$ cat src/design/srr_pkg.sv
// Package for the selective-repeat receiver: sizing constants, result kind codes
// and the packet and result beat structs.
// No dependencies; every other design file imports it.
package srr_pkg;

    localparam int SEQ_SPACE    = 8;
    localparam int WINDOW       = 4;
    localparam int PAYLOAD_BITS = 64;

    localparam int SLOT_W  = (SEQ_SPACE > 1) ? $clog2(SEQ_SPACE) : 1;
    localparam int EFF_WIN = (WINDOW < SEQ_SPACE) ? WINDOW : SEQ_SPACE;
    // previous window only exists while the window is smaller than the space
    localparam bit PREV_EN = (WINDOW < SEQ_SPACE);

    localparam logic KIND_ACK     = 1'b0;
    localparam logic KIND_DELIVER = 1'b1;

    typedef struct packed {
        logic [7:0]  seq_num;
        logic        checksum_good;
        logic [63:0] payload_word;
    } srr_pkt_t;

    typedef struct packed {
        logic        kind;
        logic [7:0]  out_seq;
        logic [63:0] out_payload;
        logic        last;
    } srr_res_t;

endpackage

$ cat src/design/srr_mem.sv
// Payload buffer: one entry per sequence number, one write and one registered read.
// Depends on srr_pkg for sizes.
module srr_mem (
    input  logic                             clk,
    input  logic                             wr_en,
    input  logic [srr_pkg::SLOT_W-1:0]       wr_addr,
    input  logic [srr_pkg::PAYLOAD_BITS-1:0] wr_data,
    input  logic [srr_pkg::SLOT_W-1:0]       rd_addr,
    output logic [srr_pkg::PAYLOAD_BITS-1:0] rd_data
);
    import srr_pkg::*;

    logic [PAYLOAD_BITS-1:0] mem [SEQ_SPACE];

    always_ff @(posedge clk)
    begin
        if (wr_en)
        begin
            mem[wr_addr] <= wr_data;
        end
        rd_data <= mem[rd_addr];
    end

endmodule

$ cat src/design/srr_ctrl.sv
// Receiver sequencer: window classification through one shared modular
// subtractor, received marks, window base and one result beat per cycle
// while res_ready is high. Uses srr_pkg; drives payload buffer srr_mem.
module srr_ctrl (
    input  logic                             clk,
    input  logic                             rst_n,
    input  logic                             pkt_valid,
    output logic                             pkt_ready,
    input  srr_pkg::srr_pkt_t                pkt,
    output logic                             res_valid,
    input  logic                             res_ready,
    output srr_pkg::srr_res_t                res,
    output logic                             wr_en,
    output logic [srr_pkg::SLOT_W-1:0]       wr_addr,
    output logic [srr_pkg::PAYLOAD_BITS-1:0] wr_data,
    output logic [srr_pkg::SLOT_W-1:0]       rd_addr,
    input  logic [srr_pkg::PAYLOAD_BITS-1:0] rd_data
);
    import srr_pkg::*;

    typedef enum logic [2:0] {
        ST_IDLE,
        ST_BACK,
        ST_FWD,
        ST_ACK,
        ST_DELIVER
    } state_t;

    localparam logic [SLOT_W:0] SPACE_EXT = (SLOT_W+1)'(SEQ_SPACE);
    localparam logic [SLOT_W:0] WIN_EXT   = (SLOT_W+1)'(EFF_WIN);
    localparam logic [8:0]      SPACE_9   = 9'(SEQ_SPACE);

    state_t                  state_reg;
    logic [SLOT_W-1:0]       base_reg;
    logic [SEQ_SPACE-1:0]    marks_reg;
    logic [SLOT_W:0]         cnt_reg;
    logic                    ack_only_reg;
    logic [SLOT_W-1:0]       seq_reg;
    logic [PAYLOAD_BITS-1:0] pay_reg;

    logic                    accept;
    logic                    pkt_ok;
    logic [SLOT_W-1:0]       op_a, op_b;
    logic [SLOT_W:0]         diff_raw, diff;
    logic [SLOT_W-1:0]       base_inc;
    logic [SLOT_W-1:0]       base_next;
    logic                    fire;
    logic                    ack_last, dlv_last;

    assign pkt_ready = (state_reg == ST_IDLE);
    assign accept    = pkt_valid && pkt_ready;
    assign pkt_ok    = pkt.checksum_good && ({1'b0, pkt.seq_num} < SPACE_9);

    // shared modular subtractor: (a - b) mod SEQ_SPACE
    always_comb
    begin
        if (state_reg == ST_BACK)
        begin
            op_a = base_reg;
            op_b = seq_reg;
        end
        else
        begin
            op_a = seq_reg;
            op_b = base_reg;
        end
        diff_raw = {1'b0, op_a} + SPACE_EXT - {1'b0, op_b};
        diff     = (diff_raw >= SPACE_EXT) ? diff_raw - SPACE_EXT : diff_raw;
    end

    assign base_inc = ({1'b0, base_reg} == SPACE_EXT - 1'b1) ? '0 : base_reg + 1'b1;

    assign ack_last = ack_only_reg || !marks_reg[base_reg];
    assign dlv_last = (cnt_reg + 1'b1 == WIN_EXT) || !marks_reg[base_inc];

    assign res_valid = (state_reg == ST_ACK) || (state_reg == ST_DELIVER);
    assign fire      = res_valid && res_ready;

    always_comb
    begin
        if (state_reg == ST_DELIVER)
        begin
            res.kind        = KIND_DELIVER;
            res.out_seq     = 8'(base_reg);
            res.out_payload = 64'(rd_data);
            res.last        = dlv_last;
        end
        else
        begin
            res.kind        = KIND_ACK;
            res.out_seq     = 8'(seq_reg);
            res.out_payload = '0;
            res.last        = ack_last;
        end
    end

    // read data always tracks the entry at the current base
    assign base_next = (state_reg == ST_DELIVER && fire) ? base_inc : base_reg;
    assign rd_addr   = base_next;

    assign wr_en   = (state_reg == ST_FWD) && (diff < WIN_EXT);
    assign wr_addr = seq_reg;
    assign wr_data = pay_reg;

    always_ff @(posedge clk)
    begin
        if (accept)
        begin
            seq_reg <= SLOT_W'(pkt.seq_num);
            pay_reg <= PAYLOAD_BITS'(pkt.payload_word);
        end
    end

    always_ff @(posedge clk or negedge rst_n)
    begin
        if (!rst_n)
        begin
            state_reg    <= ST_IDLE;
            base_reg     <= '0;
            marks_reg    <= '0;
            cnt_reg      <= '0;
            ack_only_reg <= 1'b0;
        end
        else
        begin
            unique case (state_reg)
                ST_IDLE:
                begin
                    if (accept && pkt_ok)
                    begin
                        state_reg <= ST_BACK;
                    end
                end
                ST_BACK:
                begin
                    if (PREV_EN && diff != '0 && diff <= WIN_EXT)
                    begin
                        ack_only_reg <= 1'b1;
                        state_reg    <= ST_ACK;
                    end
                    else
                    begin
                        state_reg <= ST_FWD;
                    end
                end
                ST_FWD:
                begin
                    if (diff < WIN_EXT)
                    begin
                        marks_reg[seq_reg] <= 1'b1;
                        ack_only_reg       <= 1'b0;
                        state_reg          <= ST_ACK;
                    end
                    else
                    begin
                        state_reg <= ST_IDLE;
                    end
                end
                ST_ACK:
                begin
                    if (fire)
                    begin
                        cnt_reg   <= '0;
                        state_reg <= ack_last ? ST_IDLE : ST_DELIVER;
                    end
                end
                ST_DELIVER:
                begin
                    if (fire)
                    begin
                        marks_reg[base_reg] <= 1'b0;
                        base_reg            <= base_inc;
                        cnt_reg             <= cnt_reg + 1'b1;
                        if (dlv_last)
                        begin
                            state_reg <= ST_IDLE;
                        end
                    end
                end
                default:
                begin
                    state_reg <= ST_IDLE;
                end
            endcase
        end
    end

endmodule

$ cat src/design/selective_repeat_receiver.sv
// Selective-repeat ARQ receiver, top level: sequencer, payload buffer and
// the result output register. Depends on srr_pkg, srr_ctrl and srr_mem.
//
// Usage:
//   pkt channel (pkt_valid/pkt_ready/pkt) takes one packet beat: sequence
//   number, checksum flag, payload word. res channel (res_valid/res_ready/res)
//   gives result beats: an acknowledgement first, then in-order deliveries
//   from the window base; last marks the final beat of a packet.
//   A packet with a bad checksum, an out-of-range sequence number or one
//   outside both windows gives no beats and frees the input again.
//   An in-window packet passes acceptance and the shared modular subtractor
//   twice, then gives one result beat per cycle while res_ready is high
//   (1 + up to WINDOW beats); a re-acknowledged packet passes it once.
//   pkt_ready is low until the last beat has moved into the output register.
//   The first beat is registered out after ST_BACK and ST_FWD (re-ack: ST_BACK).
//   Reset clears the window base to 0 and all received marks; buffer
//   contents are not cleared and are only read after being written.
//   While res_ready is low a beat held in the output register stays there and
//   the sequencer waits; nothing is lost or repeated.
module selective_repeat_receiver (
    input  logic              clk,
    input  logic              rst_n,
    input  logic              pkt_valid,
    output logic              pkt_ready,
    input  srr_pkg::srr_pkt_t pkt,
    output logic              res_valid,
    input  logic              res_ready,
    output srr_pkg::srr_res_t res
);
    import srr_pkg::*;

    logic                    int_valid;
    logic                    int_ready;
    srr_res_t                int_res;
    logic                    wr_en;
    logic [SLOT_W-1:0]       wr_addr;
    logic [PAYLOAD_BITS-1:0] wr_data;
    logic [SLOT_W-1:0]       rd_addr;
    logic [PAYLOAD_BITS-1:0] rd_data;

    logic                    out_valid_reg;
    srr_res_t                out_reg;

    srr_ctrl u_ctrl (
        .clk       (clk),
        .rst_n     (rst_n),
        .pkt_valid (pkt_valid),
        .pkt_ready (pkt_ready),
        .pkt       (pkt),
        .res_valid (int_valid),
        .res_ready (int_ready),
        .res       (int_res),
        .wr_en     (wr_en),
        .wr_addr   (wr_addr),
        .wr_data   (wr_data),
        .rd_addr   (rd_addr),
        .rd_data   (rd_data)
    );

    srr_mem u_mem (
        .clk     (clk),
        .wr_en   (wr_en),
        .wr_addr (wr_addr),
        .wr_data (wr_data),
        .rd_addr (rd_addr),
        .rd_data (rd_data)
    );

    // output register takes a new beat whenever it is empty or being drained
    assign int_ready = !out_valid_reg || res_ready;

    always_ff @(posedge clk or negedge rst_n)
    begin
        if (!rst_n)
        begin
            out_valid_reg <= 1'b0;
        end
        else if (int_ready)
        begin
            out_valid_reg <= int_valid;
        end
    end

    always_ff @(posedge clk)
    begin
        if (int_ready && int_valid)
        begin
            out_reg <= int_res;
        end
    end

    assign res_valid = out_valid_reg;
    assign res       = out_reg;

endmodule

$ cat config.mk
export PLATFORM = sky130hd
export DESIGN_NAME = selective_repeat_receiver
export DESIGN_NICKNAME = d
export VERILOG_FILES = /design/src/design/srr_pkg.sv /design/src/design/srr_mem.sv /design/src/design/srr_ctrl.sv /design/src/design/selective_repeat_receiver.sv
export SDC_FILE = /design/constraint.sdc
export NUM_CORES = 1
export LEC_CHECK = 0
export ABC_AREA = 1
export BUFFER_PORTS_ARGS = -buffer_cell sky130_fd_sc_hd__buf_2
export CELL_PAD_IN_SITES_DETAIL_PLACEMENT = 0
export CELL_PAD_IN_SITES_GLOBAL_PLACEMENT = 2
export CORE_ASPECT_RATIO = 1.2
export CORE_MARGIN = 8
export CORE_UTILIZATION = 41
export CTS_CLUSTER_DIAMETER = 60
export DETAILED_ROUTE_END_ITERATION = 16
export GPL_TIMING_DRIVEN = 0
export PLACE_DENSITY_LB_ADDON = 0.1
export SYNTH_ARGS = -nofsm -noshare
export SYNTH_HDL_FRONTEND = slang
export SYNTH_HIERARCHICAL = 1
export SYNTH_SLANG_ARGS = --single-unit
$ cat constraint.sdc
create_clock -name clk -period 7.1 [get_ports clk]
set_input_delay 1.065 -clock clk [delete_from_list [all_inputs] [get_ports clk]]
set_output_delay 1.065 -clock clk [all_outputs]
set_load 0.05 [all_outputs]
# Word level (Yosys, flattened, before mapping)
# Memory sizes are Yosys's and may differ from the RTL's. A register that Yosys moved wholly into a read port is not among the register bits.
# Cells that the tools add are included.
# Widths: inputs -> output; s select.
[classes] reduce_logical=26 bitwise_logic=3 add_sub_neg=5 n_lt_le_gt_ge=9 n_mux=33 n_eq_ne=12
[op_table] operator="$mux 74" n=1
[op_table] operator="$mux 3" n=9
[op_table] operator="$mux 8" n=2
[op_table] operator="$pmux 8 s2" n=1
[op_table] operator="$pmux 3 s5" n=1
[op_table] operator="$lt 3x4->1 const B" n=3
[op_table] operator="$mux 4" n=3
[op_table] operator="$logic_and 1x1->1" n=9
[op_table] operator="$mux 1" n=9
[op_table] operator="$reduce_and 3->1" n=3
[op_table] operator="$and 8x8->8" n=1
[op_table] operator="$lt 8x4->1 const B" n=1
[op_table] operator="$not 8->8" n=1
[op_table] operator="$or 8x8->8" n=1
[op_table] operator="$pmux 4 s2" n=1
[op_table] operator="$bmux 1 s3" n=2
[op_table] operator="$demux 1 s3" n=2
[op_table] operator="$eq 3x2->1 const B" n=2
[op_table] operator="$eq 3x3->1 const B" n=2
[op_table] operator="$ge 3x1->1 const B" n=2
[op_table] operator="$ne 2x1->1 const B" n=3
[op_table] operator="$ne 2x2->1 const B" n=3
[op_table] operator="$reduce_bool 2->1" n=3
[op_table] operator="$add 3x4->4 const B" n=1
[op_table] operator="17 further kinds" n=22
[word_totals] word_cells=101 in_bits=77 register_bits=161 ram_bits=512 out_inout_bits=76 memories=1
[memory_table] name="u_mem.mem" depth=8 word_bits=64 read_ports=1 rd_ports_with_merged_regs=1 wr=1 line_no="srr_mem.sv:13" source="logic [PAYLOAD_BITS-1:0] mem [SEQ_SPACE];"

# Longest topological paths before layout
# Gate-level depths: netlist of the first run.
[depth] depth_word=10 mapped_depth=15 ltp_nobuf=15

# Hierarchy
# Netlist of the first run, hierarchy kept.
[by_module_without_submodules] module="srr_mem" instances=1 cells_per_inst=2294 seq_area_each_um2=16656.0 area_each_um2=23657.7
[by_module_without_submodules] module="srr_ctrl" instances=1 cells_per_inst=439 seq_area_each_um2=2487.4 area_each_um2=4088.9
[by_module_without_submodules] module="selective_repeat_receiver" instances=1 cells_per_inst=80 seq_area_each_um2=2247.2 area_each_um2=2267.2

# Least setup slack after synthesis of the first run
# Ideal clock, no wire load.
[synth_timing] kind="input port to flip-flop" start="input res_ready" end="register out_reg (netlist bit res[0]) (enable)" cell_stages=2 path_buffers=0 required_time_ns=6.570 setup_ns=0.530 arrival_ns=4.672 path_slack_ns=1.898 cell_sequence="inv_1 > a21oi_1"
[synth_via] elab_chain_cells=2
[synth_rtl] element="start, declared" line_no="selective_repeat_receiver.sv:27" source="input logic res_ready,"
[synth_rtl] element="$logic_or 1x1->1" line_no="selective_repeat_receiver.sv:70" source="assign int_ready = !out_valid_reg || res_ready;"
[synth_rtl] element="$logic_and 1x1->1" line_no="selective_repeat_receiver.sv:86" source="if (int_ready && int_valid)"
[synth_rtl] element="end signal, assigned" line_no="selective_repeat_receiver.sv:88" source="out_reg <= int_res;"
[synth_rtl] element="end, declared" line_no="selective_repeat_receiver.sv:42" source="srr_res_t out_reg;"
# No other way between the ends.
# A chain may end at the register's enable or synchronous reset.

# Worst setup path in the final report of the first run
[layout_timing] start="register u_ctrl.base_reg[0]" end="memory u_mem.mem[7][27] (enable)"
[layout_via] elab_chain_cells=9 word_cells_on_any_way=11 cone_classes="3 x add/sub; 2 x order compare; 5 x mux; 1 x reduce/logical"
[layout_rtl] element="start, declared" line_no="srr_ctrl.sv:34" source="logic [SLOT_W-1:0] base_reg;"
[layout_rtl] element="start signal, assigned" line_no="srr_ctrl.sv:172" source="base_reg <= base_inc;"
[layout_rtl] element="$mux 3" line_no="srr_ctrl.sv:57" source="if (state_reg == ST_BACK)"
[layout_rtl] element="$add 3x4->4" line_no="srr_ctrl.sv:67" source="diff_raw = {1'b0, op_a} + SPACE_EXT - {1'b0, op_b};"
[layout_rtl] element="$sub 4x3->4 (*)" line_no="srr_ctrl.sv:67"
[layout_rtl] element="$sub 4x4->4 or $ge 4x4->1 (tied branches)" line_no="srr_ctrl.sv:68" source="diff = (diff_raw >= SPACE_EXT) ? diff_raw - SPACE_EXT : diff_raw;"
[layout_rtl] element="$mux 4 (*)" line_no="srr_ctrl.sv:68"
[layout_rtl] element="$lt 4x3->1 (*)" line_no="srr_ctrl.sv:101" source="assign wr_en = (state_reg == ST_FWD) && (diff < WIN_EXT);"
[layout_rtl] element="$logic_and 1x1->1 (*)" line_no="srr_ctrl.sv:101"
[layout_rtl] element="net wr_en" line_no="selective_repeat_receiver.sv:35" source="logic wr_en;"
[layout_rtl] element="$mux 1 (*)" line_no="srr_mem.sv:17" source="if (wr_en)"
[layout_rtl] element="$mux 1 (implied by the code) (*)" line_no="srr_mem.sv:19" source="mem[wr_addr] <= wr_data;"
[layout_rtl] element="end, declared" line_no="srr_mem.sv:13"
# Mark *: on every way through the listed nets, which the timed path passes. The rest lies on a longest branch.

==> results.toml, run 1 <==
[placed_design]
hpwl_mm = 49.3
place_area_sq_um = 32700
place_congestion = 0.742
dp.cells = 3933
port_buffers = 152
dp_slack_ns = 3.21

[setup_path]
arrival_ns = 3.80
r2r_start = "u_ctrl/base_reg[0]$_DFFE_PN0P_"
path_max_fanout = 25
r2r_setup_slack_ns = 3.61
crit_path_cell_trace = "clkinv_1, nand2_1, o211ai_1, ha_1, inv_1, nand3_1, nand2_1, nand3_2, inv_1, nand2_1, nor2_4, buf_16, buf_12, buf_12"
crit_required_ns = 7.41
path_class = "reg -> reg"
path_delay_family = "simple AND/OR/NAND/NOR gates"
ff2ff_path_depth = 14
setup.worst_path.end_class = "register"
slowest_delay_ns = 0.55
cp-start-kind = "register"
path_common_cell = "nand2_1"
path_buf_inv = 6
slowest_stage = "nor2_4"
worstReg2RegEnd = "u_mem/mem[7][27]$_DFFE_PP_"

[cts]
cts_hold_buffers = 0
clk_pin_slew_ns = 0.06
cts_made_buffers = 79
post_cts_buffers = 0
clk_latency_ns = 0.63
cts.sinks = 737
cts_tree = "built"
clock_path_buffers = 3
cts_root_buf = "clkbuf_16"
cts_resized = 0
htree_levels = 3

[cells_and_area]
layout-drive-gt1-share = 0.136
syn2layout_area_growth_pct = 17.5
largest_reg_flops = 512
regArea_sq_um = 21400
top_register = "u_mem/mem"
multiInputGateArea_sq_um = 5690
layout.nets = 3162
fill_cells = 6594
final_cell_count_no_fill = 4081
final_cell_area_sq_um = 35300

[timing]
setup_slack_ns = 3.61
fmax_mhz = 286
rsz0062_at_grt = "false"
setup_viol = 0
skew_ns = 0.0232
hold_violations = 0
whs_ns = 0.406
worstMarginPinSlew_ns = 1.03
fin_crit_ns = 3.49
slew-limit-headroom = 0.316
fin_crit_sh = 0.492
drv_slew = 0

[logic_synthesis]
synth_cell_type_count = 34
async_reset_ff_frac = 0.0271
synth-simple-area-share = 0.175
syn_inst = 2813
ys_seq_area_frac = 0.713
synthMuxAreaShare = 0
synth-compound-area-share = 0.00775
synthFlopType = "edfxtp_1"
synth_top_area_frac = 0.653
synth_area_leader_cell = "edfxtp_1"
synth.area.top_cells = "edfxtp_1, nand2_1, inv_1"
synthesis.area_sq_um = 30000
ys_ff_latch = 737
avgSynthCellArea_sq_um = 10.7
ys_warn_count = 6
synth_edf_count = 653
yosys.area_share.adder = 0.00250
synth_xor_area_frac = 0.000584
synth_top_family_by_area = "simple AND/OR/NAND/NOR gates"

[global_route]
grt_max_degree = 29
antenna_found_initial = 1
grt_pass1_wl_mm = 115
grt_overflow_total = 0
grt_pass1_vias = 19300
grt_usage = 0.184

[drt]
drtIter0Drc = 1148
num_vias = 18900
dr.pass1.iters = 5
routedWlPerCell_microns = 18.6
wirelength_mm = 76.1
drt-vias-per-instance = 4.64
drtAntennaViolNets = 0
drc = 0

[run]
maxCapViolCount = 0

[floorplanning]
fp-row-count = 108
pin_count = 153
die_area_sq_um = 82200
die_w_microns = 263
start_util = 0.414
core_sq_um = 72400
fp.dieH_microns = 312

[power]
leakage_nw = 15.9
p_seq_frac = 0.458
p_sw_frac = 0.309
p_comb_frac = 0.214
pwr-share-clk = 0.328
internal_power_mw = 8.54
power_mw = 12.4
power_density_nw_per_um2 = 351
switching_power_mw = 3.82
ir_drop_v = 0.000204

[hold_path]
hp-class = "in -> async"

[run_status]
status = "completed"
[stage by stage]
stage          setup TNS, ns  utilization
3_5_place_dp               0        0.451
3_3_place_gp         -624.84        0.441
2_1_floorplan              0            -
5_1_grt                    0        0.487
6_report                   0        0.487
4_1_cts                    0        0.487
[kinds of logic after synthesis]
| kind of cell | Yosys count |
|---|---|
| other | 1 |
| buffers and inverters | 729 |
| adder cells (fa/ha/maj) | 6 |
| flip-flops | 737 |
| XOR/XNOR | 2 |
| AO/OA/AOI/OAI | 40 |
| AND/OR/NAND/NOR | 1298 |
[power by group through the flow]
stage          Combinational (mW)  Clock, mW  Sequential, mW
2_1_floorplan                1.46          0            5.95
6_report                     2.64       4.06            5.66
4_1_cts                      2.70       4.18            5.67
3_5_place_dp                 2.69          0            5.76
5_1_grt                      2.95       4.34            5.72
3_3_place_gp                 2.55          0            5.82
[cell type report]
| type | instances | share of cell area |
|---|---|---|
| sequential | 737 | 0.607 |
| timing repair buffer | 181 | 0.0395 |
| clock buffer | 116 | 0.0656 |
| buffer | 118 | 0.0209 |
| inverter | 611 | 0.0650 |
| antenna | 1 | 0.0000710 |
| tap | 935 | 0.0332 |
| multi-input combinational | 1351 | 0.161 |
| clock inverter | 31 | 0.00770 |
[per-layer routing]
metal | vias to the layer above | share of wire | global-route usage | wire, microns
li1 | 9351 | - | - | -
met1 | 9087 | 0.42 | 0.219 | 31700
met2 | 398 | 0.52 | 0.341 | 39500
met3 | 111 | 0.042 | 0.0268 | 3220
met4 | 0 | 0.022 | 0.0555 | 1690
met5 | - | 0 | 0 | 0
[Yosys cell counts (all sizes together) (2+ instances only)]
cell and count:
buf 108, a22o 2, ha 6, nand3 272, dfrtp 20, nor3 4, nand2 926, nand4 4
o21ai 23, o31ai 7, dfxtp 64, a21oi 4, clkbuf 10, nor2 90, inv 610, edfxtp 653
[worst max path at each step]
stage / end / start / cells past startpoint
after global routing: u_mem/mem[7][35]$_DFFE_PP_ / u_ctrl/base_reg[0]$_DFFE_PN0P_ / 14
final: u_mem/mem[7][27]$_DFFE_PP_ / u_ctrl/base_reg[0]$_DFFE_PN0P_ / 14
after detailed placement: u_mem/rd_data[18]$_DFF_P_ / res_ready / 10
after CTS: u_mem/mem[7][27]$_DFFE_PP_ / u_ctrl/base_reg[0]$_DFFE_PN0P_ / 14
after global placement: u_mem/mem[0][34]$_DFFE_PP_ / u_ctrl/base_reg[0]$_DFFE_PN0P_ / 11
after floorplan: res[0]$_DFFE_PP_ / res_ready / 2
[cell usage in the layout, fill, tap and decap left out, types with 20 or more instances in the layout]
master	synthesis	routed
nor2_1	88	79
dfrtp_1	20	20
o21ai_0	23	23
dfxtp_1	64	64
buf_4	23	23
nand2_1	922	922
edfxtp_1	653	653
clkbuf_16	0	84
clkbuf_1	10	33
buf_2	64	216
buf_12	0	22
inv_1	604	604
nand3_1	270	270
[worst reg2reg max path: stages (launching register included)]
cell	delay, ns
dfrtp_1	0.39
clkinv_1	0.30
nand2_1	0.18
o211ai_1	0.12
ha_1	0.21
inv_1	0.07
nand3_1	0.07
nand2_1	0.09
nand3_2	0.11
inv_1	0.14
nand2_1	0.25
nor2_4	0.55
buf_16	0.24
buf_12	0.20
buf_12	0.22
Power figures use the tool's default switching activity.
==> run 2, diff against run 1 <==
--- a/config.mk
+++ b/config.mk
@@ -11,7 +11,7 @@
 export CELL_PAD_IN_SITES_GLOBAL_PLACEMENT = 2
 export CORE_ASPECT_RATIO = 1.2
 export CORE_MARGIN = 8
-export CORE_UTILIZATION = 41
+export CORE_UTILIZATION = 37
 export CTS_CLUSTER_DIAMETER = 60
 export DETAILED_ROUTE_END_ITERATION = 16
 export GPL_TIMING_DRIVEN = 0
==> constraint.sdc (replaced) <==
create_clock -name clk -period 2.99 [get_ports clk]
set_input_delay 0.4485 -clock clk [delete_from_list [all_inputs] [get_ports clk]]
set_output_delay 0.4485 -clock clk [all_outputs]
set_load 0.05 [all_outputs]
==> results.toml, run 2 (synthesis results as in run 1) <==
[floorplanning]
core_sq_um = 80400
die_w_microns = 276
fp.dieH_microns = 328
pin_count = 153
die_area_sq_um = 90500
start_util = 0.373
fp-row-count = 114

[hold_path]
worstHoldStart = "pkt[63]"
min_path_cells = 1
min_to = "u_ctrl/wr_data[63]$_DFFE_PP_"
hp-class = "in -> reg"

[global_route]
grt_pass1_vias = 19600
grt_pass1_wl_mm = 119
grt_max_degree = 29
grt_overflow_total = 0
grt_usage = 0.176
antenna_found_initial = 2

[timing]
drv_slew = 0
whs_ns = 0.0559
tns_ns = 0
fin_crit_sh = 0.940
fmax_mhz = 356
setup_viol = 0
slew-limit-headroom = 0.518
worstMarginPinSlew_ns = 0.723
hold_violations = 0
skew_ns = 0.0155
setup_slack_ns = 0.180
fin_crit_ns = 2.81

[setup_path]
path_class = "reg -> reg"
worstReg2RegEnd = "u_mem/mem[0][19]$_DFFE_PP_"
r2r_setup_slack_ns = 0.18
setup.worst_path.end_class = "register"
arrival_ns = 3.12
cp-start-kind = "register"
r2r_start = "u_ctrl/state_reg[1]$_DFFE_PN0P_"
path_max_fanout = 20
cp-startpoint = "u_ctrl/state_reg[1]$_DFFE_PN0P_"
crit_required_ns = 3.30
ff2ff_path_depth = 14

[power]
leakage_nw = 16.3
ir_drop_v = 0.000436
power_density_nw_per_um2 = 831

[run]
maxCapViolCount = 0

[cells_and_area]
top_register = "u_mem/mem"
final_common_cell = "nand2_1"
layout-drive-gt1-share = 0.141
syn2layout_area_growth_pct = 21.1
layout.nets = 3241
final_cell_mix = "nand2_1, edfxtp_1, inv_1"
fill_cells = 7595
largest_reg_flops = 512

[cts]
cts_made_buffers = 83
clk_latency_ns = 0.62
htree_levels = 3
clock_path_buffers = 3
clk_pin_slew_ns = 0.06
cts_tree = "built"
cts_root_buf = "clkbuf_16"
cts.sinks = 737

[drt]
wirelength_mm = 79.3
num_vias = 19200
top_layer = "met4"
wl_met1_mm = 33.7
route.met2.wl_mm = 40.2
wl_met3_mm = 3.60
routedWlPerCell_microns = 18.6
drt-vias-per-instance = 4.49
drc = 0
drtIter0Drc = 980
drtAntennaViolNets = 0
dr.pass1.iters = 5

[run_status]
status = "completed"

[placed_design]
port_buffers = 152
dp_slack_ns = -0.657
hpwl_mm = 50.6
place_congestion = 0.735
-- run 2: metrics by stage --
stage                     power, mW  std cells  cell area (sq um)   util
final                          30.2       4270              36300  0.452
after global routing           31.8       4268              36300  0.452
after CTS                      30.7       4263              36200  0.451
after detailed placement       20.1       4043              32800  0.408
after global placement         19.9       4013              32100  0.399
after floorplan                17.6       2817              30100      -
-- run 2: final cells by class --
class,count,area [sq um],share of cell area
clock inverter,37,433,0.0119
multi-input combinational,1351,5690,0.157
antenna,2,5.00,0.000138
clock buffer,114,2350,0.0646
timing repair buffer,256,2140,0.0588
tap,1044,1310,0.0359
buffer,118,739,0.0203
sequential,737,21400,0.589
inverter,611,2290,0.0631
-- run 2: where the power goes --
part	leakage, nW	total, mW	internal [mW]	switching (mW)
sequential	6.73	13.4	12.8	0.663
clock	1.36	10.3	6.27	4.03
combinational	8.21	6.45	1.87	4.58
total	16.3	30.2	20.9	9.27
-- run 2: worst max-delay path, stage by stage, from the launching register on --
cell and delay, ns:
dfrtp_1 0.41, inv_1 0.10, nand3_2 0.15, nand2_1 0.09
o211ai_1 0.09, ha_1 0.21, inv_1 0.07, nand3_1 0.07
nand2_1 0.09, nand3_2 0.12, inv_2 0.12, nand2_2 0.15
nor2_4 0.33, buf_12 0.23, buf_12 0.22
-- run 2: worst max-delay path by stage --
stage,endpoint,slack [ns],cells past startpoint
floorplan,u_mem/mem[1][0]$_DFFE_PP_,-0.62,11
global placement,u_mem/mem[7][33]$_DFFE_PP_,-3.16,11
global route,u_mem/mem[2][33]$_DFFE_PP_,-0.003,15
CTS,u_mem/mem[1][33]$_DFFE_PP_,0.03,13
detailed placement,u_mem/mem[4][34]$_DFFE_PP_,-0.66,14
finish,u_mem/mem[0][19]$_DFFE_PP_,0.18,14
-- run 2: layer usage --
| layer | vias to the layer above | track usage |
|---|---|---|
| met1 | 9111 | 0.218 |
| li1 | 9517 | - |
| met2 | 411 | 0.314 |
| met3 | 112 | 0.0250 |
| met4 | 0 | 0.0541 |
| met5 | - | 0 |
-- run 2: repair_timing --
item	in CTS	in global routing
gates cloned	0	2
setup buffers	10	4
hold buffers	59	0
gates resized for setup	4	3
endpoints found under the setup margin	418	173
pin swaps	4	3
endpoints found under the hold margin	78	0
